`config.mk`:
```
export PLATFORM = sky130hd
export DESIGN_NAME = ffd_int2dbl
export DESIGN_NICKNAME = d
export VERILOG_FILES = /design/src/rtl/ffd_pkg.sv /design/src/rtl/ffd_int2dbl.sv
export SDC_FILE = /design/constraint.sdc
export NUM_CORES = 1
export LEC_CHECK = 0
export BUFFER_PORTS_ARGS = -buffer_cell sky130_fd_sc_hd__buf_4
export CAP_MARGIN = 25
export CELL_PAD_IN_SITES_DETAIL_PLACEMENT = 0
export CELL_PAD_IN_SITES_GLOBAL_PLACEMENT = 1
export CORE_AREA = 2 2 201 203
export DETAILED_ROUTE_END_ITERATION = 12
export DIE_AREA = 0 0 203 205
export GPL_TIMING_DRIVEN = 0
export PLACE_DENSITY = 0.9
export SYNTH_ARGS = -nofsm -noshare
export SYNTH_HDL_FRONTEND = slang
export SYNTH_SLANG_ARGS = --single-unit
```
`constraint.sdc`:
```
create_clock -name clk_i -period 11.4 [get_ports clk_i]
set_input_delay 0.57 -clock clk_i [delete_from_list [all_inputs] [get_ports clk_i]]
set_output_delay 0.57 -clock clk_i [all_outputs]
set_load 0.05 [all_outputs]
```
`src/rtl/ffd_pkg.sv`:
```
package ffd_pkg;

  // Default raw word width
  localparam int WordBitsDef = 64;

  // Register indexes on the configuration port
  localparam logic [1:0] REG_HIGH_BIT  = 2'd0;
  localparam logic [1:0] REG_BIT_COUNT = 2'd1;
  localparam logic [1:0] REG_SIGN_MODE = 2'd2;
  localparam logic [1:0] REG_SCALE     = 2'd3;

  // Fixed double patterns
  localparam logic [63:0] DBL_ONE      = 64'h3FF0_0000_0000_0000;
  localparam logic [63:0] DBL_NAN_DEF  = 64'hFFF8_0000_0000_0000;
  localparam logic [10:0] EXP_ALL_ONES = 11'h7FF;

  // Field setup taken straight from the registers
  typedef struct packed {
    logic [5:0] high_bit;
    logic [6:0] bit_count;
    logic       sign_mode;
  } cfg_t;

  // Decoded weight, scale over 2^(n-1)
  typedef struct packed {
    logic               sign;
    logic               nan;
    logic               inf;
    logic               zero;
    logic [63:0]        bits;
    logic [52:0]        mb;
    logic signed [12:0] eb;
  } wt_t;

  // Magnitude rounded to a double significand
  typedef struct packed {
    logic        invalid;
    logic        neg;
    logic        zero;
    logic [52:0] ma;
    logic [6:0]  ea;
  } mag_t;

endpackage

```
`src/rtl/ffd_int2dbl.sv`:
```
module ffd_int2dbl
  import ffd_pkg::*;
#(
  parameter int WORD_BITS = WordBitsDef
)
(
  input  logic                 clk_i,
  input  logic                 rst_ni,
  input  logic                 in_valid_i,
  output logic                 in_ready_o,
  input  logic [WORD_BITS-1:0] raw_i,
  input  cfg_t                 cfg_i,
  output logic                 out_valid_o,
  input  logic                 out_ready_i,
  output mag_t                 mag_o
);

  logic [3:0] v_q;
  logic [3:0] en;

  // Advance a stage when it is empty or the next one moves
  assign en[3] = !v_q[3] || out_ready_i;
  assign en[2] = !v_q[2] || en[3];
  assign en[1] = !v_q[1] || en[2];
  assign en[0] = !v_q[0] || en[1];

  always_ff @(posedge clk_i or negedge rst_ni) begin
    if (!rst_ni) begin
      v_q <= '0;
    end else begin
      if (en[0]) v_q[0] <= in_valid_i;
      if (en[1]) v_q[1] <= v_q[0];
      if (en[2]) v_q[2] <= v_q[1];
      if (en[3]) v_q[3] <= v_q[2];
    end
  end

  assign in_ready_o  = en[0];
  assign out_valid_o = v_q[3];

  // Stage 0: hold the raw word
  logic [63:0] raw0_q;

  always_ff @(posedge clk_i) begin
    if (en[0]) raw0_q <= 64'(raw_i);
  end

  // Stage 1: check the setup, extract the field, split off the sign
  logic [6:0]  min_w, hb_ext, shift_w, n;
  logic [63:0] field, mask;
  logic        bad;
  logic [63:0] s1_mag_q;
  logic        s1_neg_q, s1_inv_q;

  assign min_w   = cfg_i.sign_mode ? 7'd2 : 7'd1;
  assign hb_ext  = {1'b0, cfg_i.high_bit};
  assign bad     = (cfg_i.bit_count < min_w) || (cfg_i.bit_count > 7'(WORD_BITS)) ||
                   (hb_ext >= 7'(WORD_BITS)) || (hb_ext + 7'd1 < cfg_i.bit_count);
  assign shift_w = hb_ext + 7'd1 - cfg_i.bit_count;
  assign field   = raw0_q >> shift_w[5:0];
  assign n       = cfg_i.bit_count - 7'(cfg_i.sign_mode);
  assign mask    = ~({64{1'b1}} << n);

  always_ff @(posedge clk_i) begin
    if (en[1]) begin
      s1_mag_q <= field & mask;
      s1_neg_q <= cfg_i.sign_mode & field[cfg_i.bit_count[5:0] - 6'd1];
      s1_inv_q <= bad;
    end
  end

  // Stage 2: locate the leading one
  logic [5:0]  lead;
  logic [63:0] s2_mag_q;
  logic [5:0]  s2_lead_q;
  logic        s2_zero_q, s2_neg_q, s2_inv_q;

  always_comb begin
    lead = '0;
    for (int i = 0; i < 64; i++) begin
      if (s1_mag_q[i]) lead = 6'(i);
    end
  end

  always_ff @(posedge clk_i) begin
    if (en[2]) begin
      s2_mag_q  <= s1_mag_q;
      s2_lead_q <= lead;
      s2_zero_q <= (s1_mag_q == '0);
      s2_neg_q  <= s1_neg_q;
      s2_inv_q  <= s1_inv_q;
    end
  end

  // Stage 3: normalize and round to 53 bits, nearest even
  logic [63:0] norm;
  logic [53:0] sum;
  logic        up;
  mag_t        s3_q;

  assign norm = s2_mag_q << (6'd63 - s2_lead_q);
  assign up   = norm[10] & ((|norm[9:0]) | norm[11]);
  assign sum  = {1'b0, norm[63:11]} + 54'(up);

  always_ff @(posedge clk_i) begin
    if (en[3]) begin
      s3_q.invalid <= s2_inv_q;
      s3_q.neg     <= s2_neg_q;
      s3_q.zero    <= s2_zero_q;
      s3_q.ma      <= sum[53] ? {1'b1, 52'b0} : sum[52:0];
      s3_q.ea      <= 7'(s2_lead_q) + 7'(sum[53]);
    end
  end

  assign mag_o = s3_q;

endmodule

```
# Yosys cells after proc, flatten, opt, wreduce, memory -nomap -nowiden
# Index checks and enable logic that the tools add are counted.
# Widths: inputs -> output; s select.
word_totals:
  ff_bits: 270
  output_inout_bits: 65
  wordCells: 126
classes:
  addsub: 7
  magnitude_cmp: 5
  n_shift: 3
  muxes: 65
  bitwise: 5
  n_reduce_logical: 18
op_table:
  columns: ["op", "n"]
  rows:
  - ["$mux 6", 30]
  - ["$mux 5", 16]
  - ["$and 64x64->64", 1]
  - ["$logic_not 64->1", 1]
  - ["$not 64->64", 1]
  - ["$shl 64x6->64", 1]
  - ["$shl 64x7->64 const A", 1]
  - ["$shr 64x6->64", 1]
  - ["$add 53x1->54", 1]
  - ["$mux 4", 8]
  - ["$reduce_or 32->1", 1]
  - ["$reduce_or 16->1", 1]
  - ["$mux 3", 4]
  - ["$reduce_or 10->1", 1]
  - ["$reduce_or 8->1", 1]
  - ["$add 6x1->7", 1]
  - ["$add 6x1->7 const B", 1]
  - ["$ge 6x7->1 const B", 1]
  - ["$gt 7x7->1 const B", 1]
  - ["$logic_or 1x1->1", 7]
  - ["$lt 6x7->1 const B", 1]
  - ["$lt 7x2->1", 1]
  - ["$lt 7x7->1", 1]
  - ["$sub 7x1->7", 1]
  - ["11 further kinds", 19]

# Depth between registers and ports, before layout
# Gate-level depths: netlist of run 1.
depth:
  ltp_word: 62
  ltp_mapped: 19

# Least setup slack after synthesis of run 1
# No wires, ideal clock.
synth_timing:
  path_type: "register -> register"
  start: "reg s2_lead_q[1]"
  end: "reg s3_q (netlist bit mag_o[4]), data pin"
  arrival_time_ps: 4153
  required_ps: 11134
  slack_ps: 6981
  path_stages_with_launch: 18
  path_buffers: 5
  period_less_slack_ps: 4419
  cell_sequence: "edfxtp_1 buf_6 buf_12 buf_12 buf_12 mux2i_1 mux4_2 nand2b_4 o221a_4 a211oi_2 nand4_1 or4_4 nor4_4 buf_6 ha_1 ha_1 nand2_1 xnor2_1"
synth_via:
  elab_chain_len: 7
synth_lines:
  columns: ["element", "line_no", "text"]
  rows:
  - ["start, declared", "ffd_int2dbl.sv:75", "logic [5:0] s2_lead_q;"]
  - ["start signal, assigned", "ffd_int2dbl.sv:88", "s2_lead_q <= lead;"]
  - ["$sub 6x6->6 (*)", "ffd_int2dbl.sv:101", "assign norm = s2_mag_q << (6'd63 - s2_lead_q);"]
  - ["$shl 64x6->64 (*)", "ffd_int2dbl.sv:101", null]
  - ["$reduce_or 10->1", "ffd_int2dbl.sv:102", "assign up = norm[10] & ((|norm[9:0]) | norm[11]);"]
  - ["$or 1x1->1", "ffd_int2dbl.sv:102", null]
  - ["$and 1x1->1", "ffd_int2dbl.sv:102", null]
  - ["$add 53x1->54 (*)", "ffd_int2dbl.sv:103", "assign sum = {1'b0, norm[63:11]} + 54'(up);"]
  - ["net sum[53]", "ffd_int2dbl.sv:97", "logic [53:0] sum;"]
  - ["$add 6x1->7 (*)", "ffd_int2dbl.sv:111", "s3_q.ea <= 7'(s2_lead_q) + 7'(sum[53]);"]
  - ["end, declared", "ffd_int2dbl.sv:99", "mag_t s3_q;"]
# The timed path passes the listed nets; every way through them passes the cells marked *.
# A chain may end at the register's enable or synchronous reset.

# Final worst setup path of run 1
layout_timing:
  start: "reg s2_lead_q[2]"
  end: "reg s3_q (netlist bit mag_o[4]), data pin"
# Same word-level chain as after synthesis.

==> flow_metrics.env, run 1 <==
export IMPL_ir_drop_uv=145
export IMPL_grt_max_degree=75
export IMPL_avgSynthCellArea_sq_um=11.6
export IMPL_rr_worst_depth=15
export IMPL_cts_clk_slew_worst_paths_ns=0.06
export IMPL_placedCellCount=2490
export IMPL_start_util=0.537
export IMPL_core_sq_um=39400
export IMPL_clockRootBuffer="clkbuf_16"
export IMPL_cts_buffers=29
export IMPL_drt_wl_total_um=79600
export IMPL_gp_congestion=1.10
export IMPL_min_path_type="input pin to flip-flop"
export IMPL_min_from="raw_i[55]"
export IMPL_synth_enable_flop_cells=266
export IMPL_timing_hold_ws_ns=0.168
export IMPL_htree_levels=1
export IMPL_maxSlewHeadroom=0.184
export IMPL_startpoint="s2_lead_q[2]"
export IMPL_rows=73
export IMPL_synth_nets=1915
export IMPL_ys_seq_area_frac=0.383
export IMPL_synthArstFlopShare=0.0148
export IMPL_crit_path_start_kind="flip-flop"
export IMPL_dieHeight_um=205
export IMPL_synth_distinct_cells=96
export IMPL_hpwl_um=63500
export IMPL_ys_flop_type="edfxtp_1"
export IMPL_drive_above_1_share=0.257
export IMPL_synth_commonest_cells="edfxtp_1 (266), mux2i_1 (199), mux4_2 (161)"
export IMPL_grt_pass1_wl_um=117000
export IMPL_leakagePower_nw=9.00
export IMPL_yosysMostFrequentCell="edfxtp_1"
export IMPL_rsz0062_at_grt="false"
export IMPL_required_ns=11.70
export IMPL_syn_inst=1815
export IMPL_clock_sinks=270
export IMPL_place_area_sq_um=23000
export IMPL_r2r_end="mag_o[4]"
export IMPL_final_hold_viol_count=0
export IMPL_vias=17600
export IMPL_drv_slew=0
export IMPL_grt_pass1_vias=18000
export IMPL_portBuffers=145
export IMPL_cts_tree="yes"
export IMPL_fin_cells=2546
export IMPL_final_setup_viol_count=0
export IMPL_tightest_slew_ns=1.19
export IMPL_ios=147
export IMPL_first_pass_iters=6
export IMPL_drt_initial_drc_count=1393
export IMPL_grt_overflow=0
export IMPL_final_area_sq_um=23900
export IMPL_tns_ns=0
export IMPL_fin_crit_sh=0.543
export IMPL_min_to="raw0_q[55]"
export IMPL_area_growth_pct=13.0
export IMPL_outcome="finished, final reports clean"
export IMPL_cts_resized=0
export IMPL_synth_seq_cells=270
export IMPL_crit_path_end_kind="flip-flop"
export IMPL_r2r_start="s2_lead_q[2]"
export IMPL_clk_latency_ns=0.57
export IMPL_max_freq_mhz=162
export IMPL_drc=0
export IMPL_path_class="flip-flop to flip-flop"
export IMPL_synth_area_sq_um=21100
export IMPL_synth_top_area_frac=0.378
export IMPL_r2r_slack_ns=5.21
export IMPL_dieArea_sq_um=41600
export IMPL_p_per_area_nw_per_um2=289
export IMPL_yosys_area_top_type="edfxtp_1"
export IMPL_path_max_fanout=10
export IMPL_die_width_um=203
export IMPL_wl_per_cell_um=31.3
export IMPL_clk_path_buf_depth=3
export IMPL_vias_per_cell=6.90
export IMPL_min_period_ns=6.19
export IMPL_cap_viol_max_count=0
export IMPL_grt_total_usage=0.387
export IMPL_finalPower_w=0.00691
export IMPL_postRouteAntennaNets=0
export IMPL_fin_skew_ns=0.00970
export IMPL_post_cts_buffers=0
export IMPL_fillCellCount=3223
export IMPL_grt_antenna_before_repair=0
export IMPL_arrival_ns=6.49
export IMPL_nets=2099
export IMPL_whs_path_depth=1
export IMPL_synth_area_leaders="edfxtp_1 (38%), mux4_2 (17%), mux2i_1 (9.4%)"
export IMPL_yosys_warnings=0
## layout by cell type, fill, tap and decap left out, drive strengths merged, types with 6 or more instances in the layout
cell	n
o22ai	21
o21ai	38
nor2b	12
or2	12
a31oi	10
and3	13
o221ai	10
clkbuf	91
inv	39
clkinv	10
nand2b	16
o221a	6
nor2	161
a211oi	26
xnor2	43
a221oi	15
o31ai	8
nand2	156
nand3	58
a22oi	7
or4	6
nand4	12
nor3	47
o21a	9
mux4	167
o211ai	12
a21boi	8
a21oi	72
edfxtp	266
mux2i	199
ha	17
nor4	28
or3	9
o22a	7
xor2	32
a2111oi	6
buf	225
mux2	52
and2	16
## metrics by stage
stage,util,setup slack [ns]
2_1_floorplan,-,6.98
3_3_place_gp,0.581,5.28
3_5_place_dp,0.584,5.25
4_1_cts,0.606,5.35
5_1_grt,0.607,4.95
6_report,0.607,5.21
## critical path: stages (launching register included)
cell	delay, ns
edfxtp_1	0.67
buf_2	0.42
buf_2	0.33
buf_1	0.64
buf_2	0.38
buf_1	0.57
a21oi_1	0.33
o211ai_1	0.23
a21bo_2	0.27
or3b_1	0.44
nor4_4	0.64
buf_6	0.27
ha_1	0.22
ha_1	0.21
nand2_1	0.11
xnor2_1	0.16
## logic make-up after synthesis
| family | synth area share |
|---|---|
| fa+ha+maj | 0.0110 |
| compound gates | 0.105 |
| simple gates | 0.129 |
| buf+inv | 0.0397 |
| flops | 0.383 |
| mux | 0.301 |
| xor+xnor | 0.0311 |
## power breakdown
| group | internal (W) | switching [W] |
|---|---|---|
| Clock | 0.000495 | 0.000384 |
| Combinational | 0.00158 | 0.00268 |
| Sequential | 0.00151 | 0.000262 |
| Total | 0.00358 | 0.00333 |
## worst max path at each step
stage | to | slack (ns) | cells after the start
2_1_floorplan | mag_o[4] | 6.98 | 17
3_3_place_gp | s1_neg_q | 5.28 | 15
3_5_place_dp | s1_neg_q | 5.25 | 15
4_1_cts | mag_o[4] | 5.35 | 15
5_1_grt | mag_o[4] | 4.95 | 17
6_report | mag_o[4] | 5.21 | 15
## metal layers
layer / vias to the layer above / GRT usage / routed length (um)
met1: 8544 / 0.372 / 24700
met3: 391 / 0.0689 / 5490
met5: - / 0 / 0
li1: 7560 / - / -
met4: 0 / 0.347 / 8510
met2: 1063 / 0.707 / 40900
## layout make-up
| type | count | area [sq um] | share of cell area |
|---|---|---|---|
| Sequential cell | 270 | 8090 | 0.339 |
| Clock buffer | 37 | 756 | 0.0316 |
| Inverter | 37 | 139 | 0.00581 |
| Timing Repair Buffer | 153 | 1190 | 0.0496 |
| Antenna cell | 1 | 2.50 | 0.000105 |
| Clock inverter | 15 | 129 | 0.00539 |
| Multi-Input combinational cell | 1381 | 12200 | 0.512 |
| Tap cell | 525 | 657 | 0.0275 |
| Buffer | 127 | 701 | 0.0293 |
## registers in the layout, indices dropped and copies added (netlist names)
signal and flops:
mag_o 63, raw0_q 64, s1_inv_q 1, s1_mag_q 64
s1_neg_q 1, s2_inv_q 1, s2_lead_q 6, s2_mag_q 64
s2_neg_q 1, s2_zero_q 1, v_q 4
## timing repair
| action | CTS | global route |
|---|---|---|
| endpoints found under the hold margin | 4 | 0 |
| hold buffers | 1 | 0 |
| setup endpoints to repair | 0 | 0 |
(Power assumes the default switching activity.)
==> run 2, diff against run 1 <==
- CORE_AREA: 2 2 201 203 -> 2 2 218 220
- DIE_AREA: 0 0 203 205 -> 0 0 220 222
- PLACE_DENSITY: 0.9 -> 0.82
- clock period: 11.4 -> 5.17 ns (I/O delays scaled with it)
==> flow_metrics.env, run 2 (synthesized netlist as in run 1, its figures left out) <==
export IMPL_r2r_end="mag_o[4]"
export IMPL_rr_worst_depth=17
export IMPL_max_freq_mhz=194
export IMPL_dieHeight_um=222
export IMPL_grt_busiest_layer="met2"
export IMPL_switchingPower_w=0.00781
export IMPL_slowest_stage="a221oi_1"
export IMPL_vias=18000
export IMPL_final_hold_viol_count=0
export IMPL_min_path_type="input pin to flip-flop"
export IMPL_grt_pass1_wl_um=126000
export IMPL_use_met2=0.610
export IMPL_leakagePower_nw=9.36
export IMPL_crit_path_start_kind="input pin"
export IMPL_outcome="finished, final reports clean"
export IMPL_top_regs="raw0_q (64), s1_mag_q (64), s2_mag_q (64)"
export IMPL_dieArea_sq_um=48800
export IMPL_maxSlewHeadroom=0.301
export IMPL_first_pass_iters=5
export IMPL_wl_per_cell_um=32.1
export IMPL_fin_crit_sh=0.996
export IMPL_grt_antenna_before_repair=0
export IMPL_crit_path_end_kind="flip-flop"
export IMPL_final_cell_mix="edfxtp_1 (266), mux2i_1 (195), buf_4 (166)"
export IMPL_clk_path_buf_depth=3
export IMPL_crit_chain="clkbuf_1 > inv_1 > ha_1 > xor2_2 > buf_2 > buf_1 > buf_1 > mux2i_1 > mux2i_1 > a221oi_1 > mux4_2 > o211ai_1 > a311o_1"
export IMPL_p_per_area_nw_per_um2=634
export IMPL_drc=0
export IMPL_power_frac_seq=0.252
export IMPL_r2r_slack_ns=0.06
export IMPL_final_area_sq_um=24900
export IMPL_min_from="cfg_i[7]"
export IMPL_grt_use_met1=0.410
export IMPL_rows=79
export IMPL_min_to="s1_inv_q"
export IMPL_grt_total_usage=0.356
export IMPL_grt_pass1_vias=18000
export IMPL_intPower_w=0.00799
export IMPL_start_util=0.457
export IMPL_cts_tree="yes"
export IMPL_place_area_sq_um=23100
export IMPL_cap_viol_max_count=0
export IMPL_nets=2172
export IMPL_hpwl_um=69300
export IMPL_fillCellCount=4002
export IMPL_htree_levels=1
export IMPL_arrival_ns=5.46
export IMPL_ir_drop_uv=392
export IMPL_diodes=0
export IMPL_tightest_slew_ns=1.02
export IMPL_die_width_um=220
export IMPL_drv_slew=0
export IMPL_gp_congestion=1.05
export IMPL_cts_clk_slew_worst_paths_ns=0.06
export IMPL_power_frac_comb=0.625
export IMPL_clkPwrFrac=0.123
export IMPL_drive_above_1_share=0.268
export IMPL_vias_per_cell=6.68
export IMPL_max_stage_delay_ns=0.78
export IMPL_final_setup_viol_count=0
export IMPL_required_ns=5.47
export IMPL_area_growth_pct=17.8
export IMPL_ios=147
export IMPL_timing_hold_ws_ns=0.103
export IMPL_clock_sinks=270
export IMPL_path_max_fanout=10
export IMPL_clockRootBuffer="clkbuf_16"
export IMPL_rsz0062_at_grt="true"
export IMPL_grt_overflow=0
export IMPL_path_class="input pin to flip-flop"
export IMPL_min_period_ns=5.15
export IMPL_whs_path_depth=3
export IMPL_cts_buffers=29
export IMPL_fin_cells=2699
export IMPL_fin_skew_ns=0.0145
export IMPL_grt_util_met3=0.0472
export IMPL_drt_initial_drc_count=1789
export IMPL_clk_latency_ns=0.58
export IMPL_core_sq_um=46300
export IMPL_drt_wl_total_um=86700
export IMPL_final_util=0.538
export IMPL_placedCellCount=2575
export IMPL_swShare=0.494
export IMPL_r2r_start="s2_lead_q[2]"
export IMPL_final_common_cell="edfxtp_1"
export IMPL_grt_max_degree=74
export IMPL_portBuffers=145
export IMPL_postRouteAntennaNets=0
[run 2: cell types whose count changed in the layout (fill, tap and decap cells not counted), sizes merged]
cell and delta:
clkinvlp -1, clkbuf +1, diode -1, inv -2, clkinv +5, buf +3, dlygate4sd3 +66
[run 2: layout make-up]
cell class / instances / area, sq um / area share
Buffer: 126 / 722 / 0.0290
Clock buffer: 34 / 744 / 0.0299
Clock inverter: 17 / 119 / 0.00477
Inverter: 37 / 139 / 0.00558
Multi-Input combinational cell: 1381 / 12400 / 0.497
Sequential cell: 270 / 8090 / 0.325
Tap cell: 607 / 759 / 0.0305
Timing Repair Buffer: 227 / 1950 / 0.0782
[run 2: worst max path at each step]
stage | startpoint | end | slack, ns | cells past startpoint
after floorplan | s2_lead_q[1] | mag_o[4] | 0.75 | 17
after global placement | s2_lead_q[5] | mag_o[4] | -0.87 | 15
after detailed placement | s2_lead_q[5] | mag_o[4] | -0.81 | 15
after CTS | s2_lead_q[0] | mag_o[4] | 0.005 | 16
after global routing | s2_lead_q[2] | mag_o[4] | -0.04 | 17
final | cfg_i[3] | s1_neg_q | 0.02 | 13
[run 2: power by group through the flow]
stage	Combinational (W)	Sequential, W	Clock, W
after floorplan	0.00545	0.00452	0
after global placement	0.00939	0.00399	0
after detailed placement	0.00939	0.00400	0
after CTS	0.00955	0.00395	0.00197
after global routing	0.0102	0.00404	0.00206
final	0.00988	0.00398	0.00194
[run 2: through the flow]
step	setup TNS (ns)	setup WS (ns)	power (W)
floorplan	0	0.751	0.00997
global placement	-14.36	-0.871	0.0134
detailed placement	-13.90	-0.807	0.0134
CTS	0	0.00506	0.0155
global route	-0.0388	-0.0353	0.0163
finish	0	0.0193	0.0158
[run 2: per-layer routing]
layer / vias to the layer above / share of wire
met3: 328 / 0.064
met4: 0 / 0.090
li1: 7702 / -
met5: - / 0
met2: 1032 / 0.50
met1: 8964 / 0.35
[run 2: what timing repair did]
| item | CTS | global route |
|---|---|---|
| hold endpoints to repair | 69 | 0 |
| endpoints found under the setup margin | 35 | 18 |
| resized for setup | 16 | 30 |
| pin swaps | 1 | 3 |
| setup buffers | 3 | 4 |
| hold buffers | 67 | 0 |
[run 2: critical path: cells and delay by family]
family | cells | cell delay (ns)
AOI/OAI and AO/OA | 3 | 1.22
xor gates and xnor gates | 1 | 0.48
adders and majority gates | 1 | 0.47
buffers and inverters | 5 | 2.16
muxes | 3 | 0.84
==> run 3, diff against run 2 <==
--- a/config.mk
+++ b/config.mk
@@ -10,9 +10,9 @@
 export CELL_PAD_IN_SITES_DETAIL_PLACEMENT = 0
 export CELL_PAD_IN_SITES_GLOBAL_PLACEMENT = 1
-export CORE_AREA = 2 2 218 220
+export CORE_AREA = 2 2 201 203
 export DETAILED_ROUTE_END_ITERATION = 12
-export DIE_AREA = 0 0 220 222
+export DIE_AREA = 0 0 203 205
 export GPL_TIMING_DRIVEN = 0
-export PLACE_DENSITY = 0.82
+export PLACE_DENSITY = 0.9
 export SYNTH_ARGS = -nofsm -noshare
 export SYNTH_HDL_FRONTEND = slang
==> constraint.sdc (replaced) <==
create_clock -name clk_i -period 6.1 [get_ports clk_i]
set_input_delay 0 -clock clk_i [delete_from_list [all_inputs] [get_ports clk_i]]
set_output_delay 0 -clock clk_i [all_outputs]
set_load 0.05 [all_outputs]
==> flow_metrics.env, run 3 (synthesized netlist as in run 1, its figures left out) <==
export IMPL_outcome="finished, final reports clean"
export IMPL_gp_congestion=1.10
export IMPL_p_per_area_nw_per_um2=529
export IMPL_min_period_ns=5.84
export IMPL_required_ns=6.41
export IMPL_first_pass_iters=7
export IMPL_r2r_slack_ns=0.26
export IMPL_layout_setup_ws_ns=0.262
export IMPL_grt_overflow=0
export IMPL_ios=147
export IMPL_path_class="flip-flop to flip-flop"
export IMPL_grt_total_usage=0.398
export IMPL_top_regs="raw0_q (64), s1_mag_q (64), s2_mag_q (64)"
export IMPL_fin_skew_ns=0.0183
export IMPL_htree_levels=1
export IMPL_drv_slew=0
export IMPL_rsz0062_at_grt="false"
export IMPL_cap_viol_max_count=0
export IMPL_max_freq_mhz=171
export IMPL_diodes=0
export IMPL_crit_path_end_kind="flip-flop"
export IMPL_final_cell_mix="edfxtp_1 (266), mux2i_1 (199), buf_4 (163)"
export IMPL_rows=73
export IMPL_vias_per_cell=6.89
export IMPL_final_common_cell="edfxtp_1"
export IMPL_clk_latency_ns=0.58
export IMPL_dieHeight_um=205
export IMPL_grt_antenna_before_repair=0
export IMPL_arrival_ns=6.14
export IMPL_min_path_type="input pin to flip-flop"
export IMPL_portBuffers=145
export IMPL_final_hold_viol_count=0
export IMPL_die_width_um=203
export IMPL_core_sq_um=39400
export IMPL_ir_drop_uv=280
export IMPL_drt_wl_total_um=81900
export IMPL_drt_initial_drc_count=1593
export IMPL_tns_ns=0
export IMPL_cts_tree="yes"
export IMPL_dieArea_sq_um=41600
export IMPL_crit_path_start_kind="flip-flop"
export IMPL_final_setup_viol_count=0
export IMPL_cts_clk_slew_worst_paths_ns=0.06
export IMPL_maxSlewHeadroom=0.195
export IMPL_pre_cts_ws_ns=0.0861
export IMPL_postRouteAntennaNets=0
export IMPL_clockRootBuffer="clkbuf_16"
export IMPL_clock_sinks=270
export IMPL_tightest_slew_ns=1.18
export IMPL_leakagePower_nw=9.31
export IMPL_start_util=0.537
export IMPL_grt_pass1_wl_um=121000
export IMPL_path_max_fanout=10
export IMPL_fin_crit_sh=0.957
export IMPL_wl_per_cell_um=31.3
export IMPL_area_growth_pct=16.5
export IMPL_vias=18100
export IMPL_grt_max_degree=75
export IMPL_nets=2175
export IMPL_drc=0
export IMPL_cts_buffers=29
export IMPL_clk_path_buf_depth=3
export IMPL_hpwl_um=63500
export IMPL_grt_pass1_vias=18700
export IMPL_drive_above_1_share=0.250
## run 3: final cells by class
class                           count  area [sq um]
Fill cell                        3106         14700
Multi-Input combinational cell   1381         12200
Sequential cell                   270          8090
Timing Repair Buffer              229          1930
Clock buffer                       37           756
Buffer                            127           701
Tap cell                          525           657
Inverter                           37           139
Clock inverter                     15           129
## run 3: worst paths after layout
path | startpoint | endpoint | cells past startpoint
setup / recovery | s2_lead_q[0] | mag_o[4] | 16
hold / removal | raw_i[37] | raw0_q[37] | 2
setup reg to reg | s2_lead_q[0] | mag_o[4] | 16
hold reg to reg | s1_neg_q | s2_neg_q | 0
max in group asynchronous | rst_ni | v_q[2] | 3
min in group asynchronous | rst_ni | v_q[3] | 3
## run 3: critical path, cell delays in order, from the launching register on
cell      delay, ns
edfxtp_1       0.71
buf_4          0.33
buf_6          0.22
buf_6          0.22
and3_1         0.33
mux2i_1        0.15
nor2_1         0.52
a221oi_1       0.31
nor4_1         0.42
nand4_1        0.35
or4_4          0.65
nor4_4         0.41
buf_6          0.23
ha_1           0.22
ha_1           0.21
nand2_1        0.11
xnor2_1        0.17
## run 3: power breakdown
| part | switching (W) | total, W | internal [W] |
|---|---|---|---|
| logic | 0.00506 | 0.00805 | 0.00299 |
| registers | 0.000491 | 0.00331 | 0.00282 |
| clock network | 0.000734 | 0.00166 | 0.000925 |
| total | 0.00629 | 0.0130 | 0.00674 |
## run 3: layer usage
layer	track usage	vias up	wire length [um]
met5	0	-	0
met4	0.368	0	8820
met3	0.0760	429	5320
met2	0.715	1096	41800
met1	0.385	8832	26000
li1	-	7707	-
## run 3: stage by stage
| step | area (sq um) | hold WS, ns | instances | util | power [W] |
|---|---|---|---|---|---|
| 3_5_place_dp | 23000 | -0.201 | 2490 | 0.584 | 0.0110 |
| 5_1_grt | 24600 | 0.115 | 2621 | 0.626 | 0.0135 |
| 4_1_cts | 24600 | 0.118 | 2614 | 0.624 | 0.0127 |
| 3_3_place_gp | 22900 | -0.204 | 2485 | 0.581 | 0.0109 |
| 6_report | 24600 | 0.133 | 2621 | 0.626 | 0.0130 |
| 2_1_floorplan | 21100 | -0.296 | 1815 | - | 0.00845 |
## run 3: what timing repair did
item | CTS | global route
hold buffers | 72 | 0
setup endpoints to repair | 0 | 6
endpoints found under the hold margin | 72 | 0
resized for setup | 0 | 0
setup buffers | 0 | 2
